[src/rtl/cii_pkg.sv]
`timescale 1ns / 1ps

package cii_pkg;

    // Field widths of the stream words
    localparam int WL_W   = 18;
    localparam int IX_W   = 17;
    localparam int IDX_W  = 5;
    localparam int CNT_W  = 6;
    localparam int RC_W   = 2;
    localparam int ACC_W  = IX_W + WL_W;
    localparam int S_DATA_W = 64;
    localparam int M_DATA_W = 40;

    // One quotient bit per divider step
    localparam int DIV_STEPS = IX_W;

    localparam logic [CNT_W-1:0] ROWS_RESET = 6'd22;

    // Word kinds on the input stream
    localparam logic KIND_QUERY = 1'b0;
    localparam logic KIND_LOAD  = 1'b1;

    // Range codes on the output stream
    localparam logic [RC_W-1:0] RC_INTERP = 2'd0;
    localparam logic [RC_W-1:0] RC_BELOW  = 2'd1;
    localparam logic [RC_W-1:0] RC_ABOVE  = 2'd2;

    // One table row as stored in the RAM
    typedef struct packed {
        logic [IX_W-1:0] im;
        logic [IX_W-1:0] re;
        logic [WL_W-1:0] bp;
    } row_t;

    typedef enum logic [3:0] {
        ST_IDLE,
        ST_FIRST,
        ST_LAST,
        ST_SCAN,
        ST_MUL0,
        ST_MUL1,
        ST_MUL2,
        ST_DIV,
        ST_QUOT,
        ST_OUT
    } state_t;

    typedef enum logic [1:0] {
        RD_ZERO,
        RD_LAST,
        RD_NEXT
    } rd_sel_t;

    typedef enum logic [2:0] {
        RES_FIRST,
        RES_RDATA,
        RES_PREV,
        RES_ONE,
        RES_QUOT
    } res_sel_t;

    // Controller to datapath
    typedef struct packed {
        logic            load_row;
        logic            take_query;
        logic            rd_en;
        rd_sel_t         rd_sel;
        logic            first_cap;
        logic            prev_cap;
        logic            cnt_inc;
        logic            seg_cap;
        logic            mul_a;
        logic            mul_b;
        logic            div_load;
        logic            div_step;
        logic            res_cap;
        res_sel_t        res_sel;
        logic [RC_W-1:0] res_rc;
        logic            out_load;
    } cmd_t;

    // Datapath to controller
    typedef struct packed {
        logic below;
        logic above;
        logic hit;
        logic zero_w;
        logic at_end;
    } sts_t;

endpackage

[src/rtl/cii_ctrl.sv]
`timescale 1ns / 1ps

module cii_ctrl (
    input  logic            clk,
    input  logic            rst_n,
    input  logic            s_tvalid,
    input  logic            s_kind,
    output logic            s_tready,
    output logic            m_tvalid,
    input  logic            m_tready,
    input  cii_pkg::sts_t   sts,
    output cii_pkg::cmd_t   cmd
);

    localparam int DCW = $clog2(cii_pkg::DIV_STEPS);
    localparam logic [DCW-1:0] DIV_LAST = DCW'(cii_pkg::DIV_STEPS - 1);

    cii_pkg::state_t state_reg;
    cii_pkg::state_t state_next;
    logic [DCW-1:0]  div_cnt_reg;
    logic [DCW-1:0]  div_cnt_next;
    logic            out_valid_reg;
    logic            out_valid_next;
    logic            out_free;

    assign out_free = !out_valid_reg || m_tready;

    // Next state
    always_comb
    begin
        state_next = state_reg;
        case (state_reg)
            cii_pkg::ST_IDLE:
            begin
                if (s_tvalid && (s_kind == cii_pkg::KIND_QUERY))
                begin
                    state_next = cii_pkg::ST_FIRST;
                end
            end
            cii_pkg::ST_FIRST:
            begin
                state_next = cii_pkg::ST_LAST;
            end
            cii_pkg::ST_LAST:
            begin
                if (sts.below || sts.above)
                begin
                    state_next = cii_pkg::ST_OUT;
                end
                else
                begin
                    state_next = cii_pkg::ST_SCAN;
                end
            end
            cii_pkg::ST_SCAN:
            begin
                if (sts.hit)
                begin
                    state_next = sts.zero_w ? cii_pkg::ST_OUT : cii_pkg::ST_MUL0;
                end
                else if (sts.at_end)
                begin
                    state_next = cii_pkg::ST_OUT;
                end
            end
            cii_pkg::ST_MUL0:
            begin
                state_next = cii_pkg::ST_MUL1;
            end
            cii_pkg::ST_MUL1:
            begin
                state_next = cii_pkg::ST_MUL2;
            end
            cii_pkg::ST_MUL2:
            begin
                state_next = cii_pkg::ST_DIV;
            end
            cii_pkg::ST_DIV:
            begin
                if (div_cnt_reg == DIV_LAST)
                begin
                    state_next = cii_pkg::ST_QUOT;
                end
            end
            cii_pkg::ST_QUOT:
            begin
                state_next = cii_pkg::ST_OUT;
            end
            cii_pkg::ST_OUT:
            begin
                if (out_free)
                begin
                    state_next = cii_pkg::ST_IDLE;
                end
            end
            default:
            begin
                state_next = cii_pkg::ST_IDLE;
            end
        endcase
    end

    // Datapath commands
    always_comb
    begin
        cmd         = '0;
        cmd.rd_sel  = cii_pkg::RD_ZERO;
        cmd.res_sel = cii_pkg::RES_FIRST;
        cmd.res_rc  = cii_pkg::RC_INTERP;
        s_tready    = 1'b0;
        case (state_reg)
            cii_pkg::ST_IDLE:
            begin
                s_tready = 1'b1;
                if (s_tvalid)
                begin
                    if (s_kind == cii_pkg::KIND_LOAD)
                    begin
                        cmd.load_row = 1'b1;
                    end
                    else
                    begin
                        cmd.take_query = 1'b1;
                        cmd.rd_en      = 1'b1;
                        cmd.rd_sel     = cii_pkg::RD_ZERO;
                    end
                end
            end
            cii_pkg::ST_FIRST:
            begin
                cmd.first_cap = 1'b1;
                cmd.rd_en     = 1'b1;
                cmd.rd_sel    = cii_pkg::RD_LAST;
            end
            cii_pkg::ST_LAST:
            begin
                if (sts.below)
                begin
                    cmd.res_cap = 1'b1;
                    cmd.res_sel = cii_pkg::RES_FIRST;
                    cmd.res_rc  = cii_pkg::RC_BELOW;
                end
                else if (sts.above)
                begin
                    cmd.res_cap = 1'b1;
                    cmd.res_sel = cii_pkg::RES_RDATA;
                    cmd.res_rc  = cii_pkg::RC_ABOVE;
                end
                else
                begin
                    cmd.rd_en   = 1'b1;
                    cmd.rd_sel  = cii_pkg::RD_NEXT;
                    cmd.cnt_inc = 1'b1;
                end
            end
            cii_pkg::ST_SCAN:
            begin
                if (sts.hit)
                begin
                    if (sts.zero_w)
                    begin
                        cmd.res_cap = 1'b1;
                        cmd.res_sel = cii_pkg::RES_PREV;
                    end
                    else
                    begin
                        cmd.seg_cap = 1'b1;
                    end
                end
                else if (sts.at_end)
                begin
                    cmd.res_cap = 1'b1;
                    cmd.res_sel = cii_pkg::RES_ONE;
                end
                else
                begin
                    cmd.prev_cap = 1'b1;
                    cmd.cnt_inc  = 1'b1;
                    cmd.rd_en    = 1'b1;
                    cmd.rd_sel   = cii_pkg::RD_NEXT;
                end
            end
            cii_pkg::ST_MUL0:
            begin
                cmd.mul_a = 1'b1;
            end
            cii_pkg::ST_MUL1:
            begin
                cmd.mul_b = 1'b1;
            end
            cii_pkg::ST_MUL2:
            begin
                cmd.div_load = 1'b1;
            end
            cii_pkg::ST_DIV:
            begin
                cmd.div_step = 1'b1;
            end
            cii_pkg::ST_QUOT:
            begin
                cmd.res_cap = 1'b1;
                cmd.res_sel = cii_pkg::RES_QUOT;
            end
            cii_pkg::ST_OUT:
            begin
                cmd.out_load = out_free;
            end
            default:
            begin
                s_tready = 1'b0;
            end
        endcase
    end

    // Divider step count and output word valid
    always_comb
    begin
        div_cnt_next = div_cnt_reg;
        if (state_reg == cii_pkg::ST_MUL2)
        begin
            div_cnt_next = '0;
        end
        else if (state_reg == cii_pkg::ST_DIV)
        begin
            div_cnt_next = div_cnt_reg + DCW'(1);
        end

        out_valid_next = out_valid_reg;
        if (cmd.out_load)
        begin
            out_valid_next = 1'b1;
        end
        else if (m_tready)
        begin
            out_valid_next = 1'b0;
        end
    end

    always_ff @(posedge clk or negedge rst_n)
    begin
        if (!rst_n)
        begin
            state_reg     <= cii_pkg::ST_IDLE;
            div_cnt_reg   <= '0;
            out_valid_reg <= 1'b0;
        end
        else
        begin
            state_reg     <= state_next;
            div_cnt_reg   <= div_cnt_next;
            out_valid_reg <= out_valid_next;
        end
    end

    assign m_tvalid = out_valid_reg;

endmodule

[config.mk]
export PLATFORM = sky130hd
export DESIGN_NAME = cii_ctrl
export DESIGN_NICKNAME = d
export VERILOG_FILES = /design/src/rtl/cii_pkg.sv /design/src/rtl/cii_ctrl.sv
export SDC_FILE = /design/constraint.sdc
export NUM_CORES = 1
export LEC_CHECK = 0
export ABC_AREA = 1
export BUFFER_PORTS_ARGS = -buffer_cell sky130_fd_sc_hd__buf_2
export CORE_MARGIN = 10
export CORE_UTILIZATION = 41
export CTS_CLUSTER_SIZE = 8
export DETAILED_ROUTE_END_ITERATION = 12
export GPL_ROUTABILITY_DRIVEN = 0
export HOLD_SLACK_MARGIN = 0.08
export PLACE_DENSITY = 0.71
export SLEW_MARGIN = 20
export SYNTH_ARGS = -nofsm -noshare
export SYNTH_HDL_FRONTEND = slang
export SYNTH_SLANG_ARGS = --single-unit
export TNS_END_PERCENT = 20
[constraint.sdc]
create_clock -name clk -period 1.2 [get_ports clk]
set_clock_uncertainty 0.1 [all_clocks]
set_input_delay 0.18 -clock clk [delete_from_list [all_inputs] [get_ports clk]]
set_output_delay 0.18 -clock clk [all_outputs]
set_load 0.1 [all_outputs]
==> impl_metrics.sql, run 1 <==
INSERT INTO impl_metrics (metric_group, metric, value, unit) VALUES
('synthesis', 'yosysSeqAreaShare', '31.4', '%'),
('placed_design', 'io_buffers', '31', ''),
('clocking', 'numCtsBuffers', '3', ''),
('placed_design', 'dpl.hpwl', '2920', 'um'),
('floorplan', 'initial_core_utilization', '44.7', '%'),
('synthesis', 'warning_count_from_the_yosys_run', '0', ''),
('synthesis', 'syn_avg_cell_area', '6.70', 'um^2'),
('floorplan', 'rows', '15', ''),
('clocking', 'post_cts_buffers', '3', ''),
('clocking', 'cts_max_path_buffers', '2', ''),
('clocking', 'cts_num_sinks', '10', ''),
('synthesis', 'yosys_register_bits', '10', ''),
('synthesis', 'syn-instance-count', '119', ''),
('floorplan', 'chipWidth', '64.1', 'um'),
('run_status', 'stop_error', '[ERROR DPL-0033] detailed placement checks failed during check placement.', ''),
('clocking', 'root_buffer', 'clkbuf_4', ''),
('floorplan', 'ioPinCount', '32', ''),
('clocking', 'cts-hold-fix-buffers', '2', ''),
('synthesis', 'yosys.cell_types.count', '21', ''),
('synthesis', 'syn-cell-area', '797', 'um^2'),
('run_status', 'last-stage-reached', 'clock tree synthesis (4_1_cts)', ''),
('clocking', 'ctsHtreeMaxLevel', '1', ''),
('synthesis', 'postSynthNetCount', '131', ''),
('run_status', 'run_status', 'stopped before the end', ''),
('floorplan', 'dieHeight', '64.1', 'um'),
('clocking', 'post_cts_resize_count', '21', '');
## stage by stage
step           cells  area [um^2]  hold slack [ps]  setup WS [ps]
3_3_place_gp     203         1630            -48.0           -348
3_5_place_dp     203         1630            -51.6           -538
2_1_floorplan    119          892             -216           -911
## logic make-up after synthesis
group                      share of synthesized area, %
and+or+nand+nor                                    45.7
buffers and inverters                              11.3
AOI/OAI and AO/OA                                  7.38
DFF                                                31.4
adders and majority gates                          3.14
xor gates and xnor gates                           1.10
## cells in the mapped netlist (all sizes together)
| library cell | n | area (um^2) |
|---|---|---|
| nand2 | 33 | 151 |
| inv | 20 | 75.1 |
| nand3b | 2 | 15.0 |
| a31o | 1 | 8.76 |
| a21oi | 2 | 10.0 |
| nor2 | 25 | 128 |
| xor2 | 1 | 8.76 |
| buf | 2 | 15.0 |
| o2bb2ai | 1 | 8.76 |
| dfrtp | 10 | 250 |
| ha | 2 | 25.0 |
| o22ai | 1 | 6.26 |
| o21ai | 5 | 25.0 |
| nor3 | 2 | 10.0 |
| nand3 | 12 | 60.1 |
==> run 2: changes to the inputs <==
--- a/config.mk
+++ b/config.mk
@@ -7,13 +7,11 @@
 export LEC_CHECK = 0
 export ABC_AREA = 1
 export BUFFER_PORTS_ARGS = -buffer_cell sky130_fd_sc_hd__buf_2
-export CORE_MARGIN = 10
-export CORE_UTILIZATION = 41
-export CTS_CLUSTER_SIZE = 8
+export CORE_AREA = 10 10 71 73
 export DETAILED_ROUTE_END_ITERATION = 12
+export DIE_AREA = 0 0 81 83
 export GPL_ROUTABILITY_DRIVEN = 0
-export HOLD_SLACK_MARGIN = 0.08
-export PLACE_DENSITY = 0.71
+export PLACE_DENSITY_LB_ADDON = 0.15
 export SLEW_MARGIN = 20
 export SYNTH_ARGS = -nofsm -noshare
 export SYNTH_HDL_FRONTEND = slang
==> constraint.sdc (replaced) <==
create_clock -name clk -period 1.6 [get_ports clk]
set_clock_uncertainty 0.1 [all_clocks]
set_input_delay 0.24 -clock clk [delete_from_list [all_inputs] [get_ports clk]]
set_output_delay 0.24 -clock clk [all_outputs]
set_load 0.1 [all_outputs]
==> impl_metrics.sql, run 2 <==
INSERT INTO impl_metrics (metric_group, metric, value, unit) VALUES
('run_status', 'run_status', 'finished, violations left', ''),
('run_status', 'violations_in_the_final_reports', 'negative setup slack', ''),
('route', 'final_antenna_net_count', '0', ''),
('route', 'wl', '2660', 'um'),
('floorplan', 'design.die.area', '0.00672', 'mm^2'),
('clocking', 'numCtsBuffers', '3', ''),
('setup_path', 'ordered_list_of_cells_on_the_worst_path', 'inv_2 > nand2_4 > nor2_4 > nand2_2 > nor2_4 > buf_4 > buf_12', ''),
('sta', 'maxSlewHeadroom', '67.7', '%'),
('sta', 'achievable-frequency', '0.546', 'GHz'),
('final_layout', 'layout_commonest_cell', 'nand2_1', ''),
('clocking', 'root_buffer', 'clkbuf_8', ''),
('global_routing', 'number_of_global_route_vias_before_repair', '948', ''),
('floorplan', 'ioPinCount', '32', ''),
('sta', 'maxSlewViolCount', '0', ''),
('clocking', 'cts_max_path_buffers', '2', ''),
('setup_path', 'timing_worst_setup_path_type', 'reg -> out', ''),
('final_layout', 'layout.nets', '185', ''),
('route', 'first_iter_violations', '34', ''),
('floorplan', 'initial_core_utilization', '21.9', '%'),
('floorplan', 'core_area', '0.00363', 'mm^2'),
('job', 'max-cap-violations', '0', ''),
('placed_design', 'dpl.hpwl', '2280', 'um'),
('setup_path', 'critPathMaxFanout', '4', ''),
('final_layout', 'finish.utilization', '45.2', '%'),
('floorplan', 'rows', '22', ''),
('min_path', 'min_path_type', 'in -> reg', ''),
('route', 'drc_errors', '0', ''),
('synthesis', 'syn_avg_cell_area', '6.70', 'um^2'),
('setup_path', 'critical-path-max-stage-delay', '420', 'ps'),
('global_routing', 'grt_antenna_before_repair', '0', ''),
('synthesis', 'yosysSeqAreaShare', '31.4', '%'),
('clocking', 'clk_pin_slew_worst_paths', '50', 'ps'),
('setup_path', 'critPathLaunchType', 'flop', ''),
('sta', 'min_cycle_time_layout', '1830', 'ps'),
('setup_path', 'critPathArrivalTime', '1490', 'ps'),
('setup_path', 'critical-path-slowest-cell', 'dfrtp_1', ''),
('final_layout', 'antenna_cells_inserted', '0', ''),
('final_layout', 'syn2layout_area_growth', '106', '%'),
('clocking', 'worstSkewPairLatency', '240', 'ps'),
('synthesis', 'synth-edff-count', '0', ''),
('route', 'route.vias.total', '957', ''),
('final_layout', 'post_layout_nonfiller_instances', '220', ''),
('synthesis', 'yosys.cell_types.count', '21', ''),
('sta', 'finalWorstSetupSlack', '-230', 'ps'),
('synthesis', 'synth_top_cells_by_area', 'dfrtp_1, nand2_1, nor2_1, inv_1, nand3_1', ''),
('synthesis', 'syn-instance-count', '119', ''),
('sta', 'tightestPinTransition', '488', 'ps'),
('global_routing', 'grt_first_pass_wirelength', '4390', 'um'),
('final_layout', 'drive_above_1_share', '54.7', '%'),
('synthesis', 'yosys_most_used_dff', 'dfrtp_1', ''),
('setup_path', 'cp_common_cell', 'nor2_4', ''),
('global_routing', 'grt_max_degree', '11', ''),
('sta', 'setup_viol', '21', ''),
('synthesis', 'syn-cell-area', '797', 'um^2'),
('sta', 'rsz0062_at_grt', 'true', ''),
('setup_path', 'crit_path_end_kind', 'primary output', ''),
('synthesis', 'yosys.cell_count.top_type', 'nand2_1', ''),
('floorplan', 'chipWidth', '81', 'um'),
('setup_path', 'cp.required', '1260', 'ps'),
('placed_design', 'io_buffers', '31', ''),
('global_routing', 'grt-ovfl-total', '0', ''),
('synthesis', 'postSynthNetCount', '131', ''),
('route', 'via_per_inst', '4.35', ''),
('route', 'firstDrtPassIters', '4', ''),
('clocking', 'ctsHtreeMaxLevel', '1', ''),
('global_routing', 'globalRouteTotalUtil', '8.07', '%'),
('final_layout', 'highest_count_cells_in_the_layout_ignoring_fill_and_taps', 'nand2_1, buf_12, buf_4', ''),
('floorplan', 'dieHeight', '83', 'um'),
('sta', 'final_min_period_over_clock_period', '114', '%'),
('final_layout', 'largest_reg_flops', '5', ''),
('synthesis', 'yosys_register_bits', '10', ''),
('synthesis', 'ys_top_cells_by_count', 'nand2_1, nor2_1, inv_1', ''),
('synthesis', 'warning_count_from_the_yosys_run', '0', ''),
('route', 'detail_route.wl_per_cell', '12.1', 'um'),
('placed_design', 'dp.cells', '209', ''),
('clocking', 'clock_tree_from_tritoncts', 'done', ''),
('placed_design', 'dp_slack', '-62.8', 'ps'),
('synthesis', 'area_share_of_the_largest_cell_type_after_synthesis', '31.4', '%'),
('clocking', 'cts_num_sinks', '10', ''),
('sta', 'report.final.hold_viol_count', '0', ''),
('synthesis', 'yosys.area.top_type', 'dfrtp_1', ''),
('synthesis', 'asyncSetResetFlopFracSynth', '100', '%');
run 2: cell counts after synthesis:
No cell type changed its count.
run 2: metrics by stage:
stage               hold WS (ps)  cell area (um^2)  TNS, ps
floorplan                   -156               883    -6100
global placement            16.3              1500    -64.8
detailed placement          10.5              1500     -159
CTS                          109              1600    -3270
global route                 130              1640    -4340
finish                       106              1640    -2680
run 2: cell type report:
| cell class | instances | area, um^2 |
|---|---|---|
| sequential | 10 | 253 |
| multi-input combinational | 87 | 581 |
| timing repair buffer | 51 | 627 |
| fill | 373 | 1990 |
| tap | 48 | 60.1 |
| clock buffer | 4 | 45.0 |
| inverter | 20 | 78.8 |
run 2: critical path, delay by kind of cell, from the launching register on:
| family | cells | cell delay [ps] |
|---|---|---|
| buffers and inverters | 3 | 380 |
| DFF | 1 | 420 |
| and+or+nand+nor | 4 | 440 |
run 2: worst paths after layout:
| path | from | endpoint | slack [ps] | depth (start not counted) |
|---|---|---|---|---|
| max in group asynchronous | rst_n | state_reg[1] | 900 | 2 |
| max | state_reg[2] | cmd[4] | -230 | 7 |
| min | m_tready | m_tvalid | 110 | 2 |
| min in group asynchronous | rst_n | state_reg[2] | 290 | 2 |
| max reg2reg | state_reg[2] | state_reg[0] | 0 | 10 |
| min reg2reg | m_tvalid | m_tvalid | 460 | 2 |
run 2: cell families (layout without fill, tap and decap cells):
kind of cell / count (synthesis) / in the layout / synth area share, %
buffers and inverters: 22 / 75 / 11.3
AOI/OAI and AO/OA: 10 / 10 / 7.38
xor gates and xnor gates: 1 / 1 / 1.10
adders and majority gates: 2 / 2 / 3.14
and+or+nand+nor: 74 / 74 / 45.7
DFF: 10 / 10 / 31.4
run 2: what timing repair did:
item | 4_1_cts | 5_1_grt
setup buffers | 3 | 3
resized for setup | 10 | 7
cloned | 0 | 0
setup endpoints to repair | 21 | 21
endpoints found under the hold margin | 10 | 0
hold buffers | 1 | 0
pin swaps | 6 | 5
run 2: layer usage:
layer	GRT usage (%)	share of wire [%]	vias to the layer above
met5	0	0	-
met4	2.82	1.5	0
met3	3.13	6.6	5
met2	13.8	51	23
met1	8.71	40	453
li1	-	-	476
Power of run 2 is not shown: default switching activity piles up to over one toggle a cycle in this logic, so the estimate is an artifact.
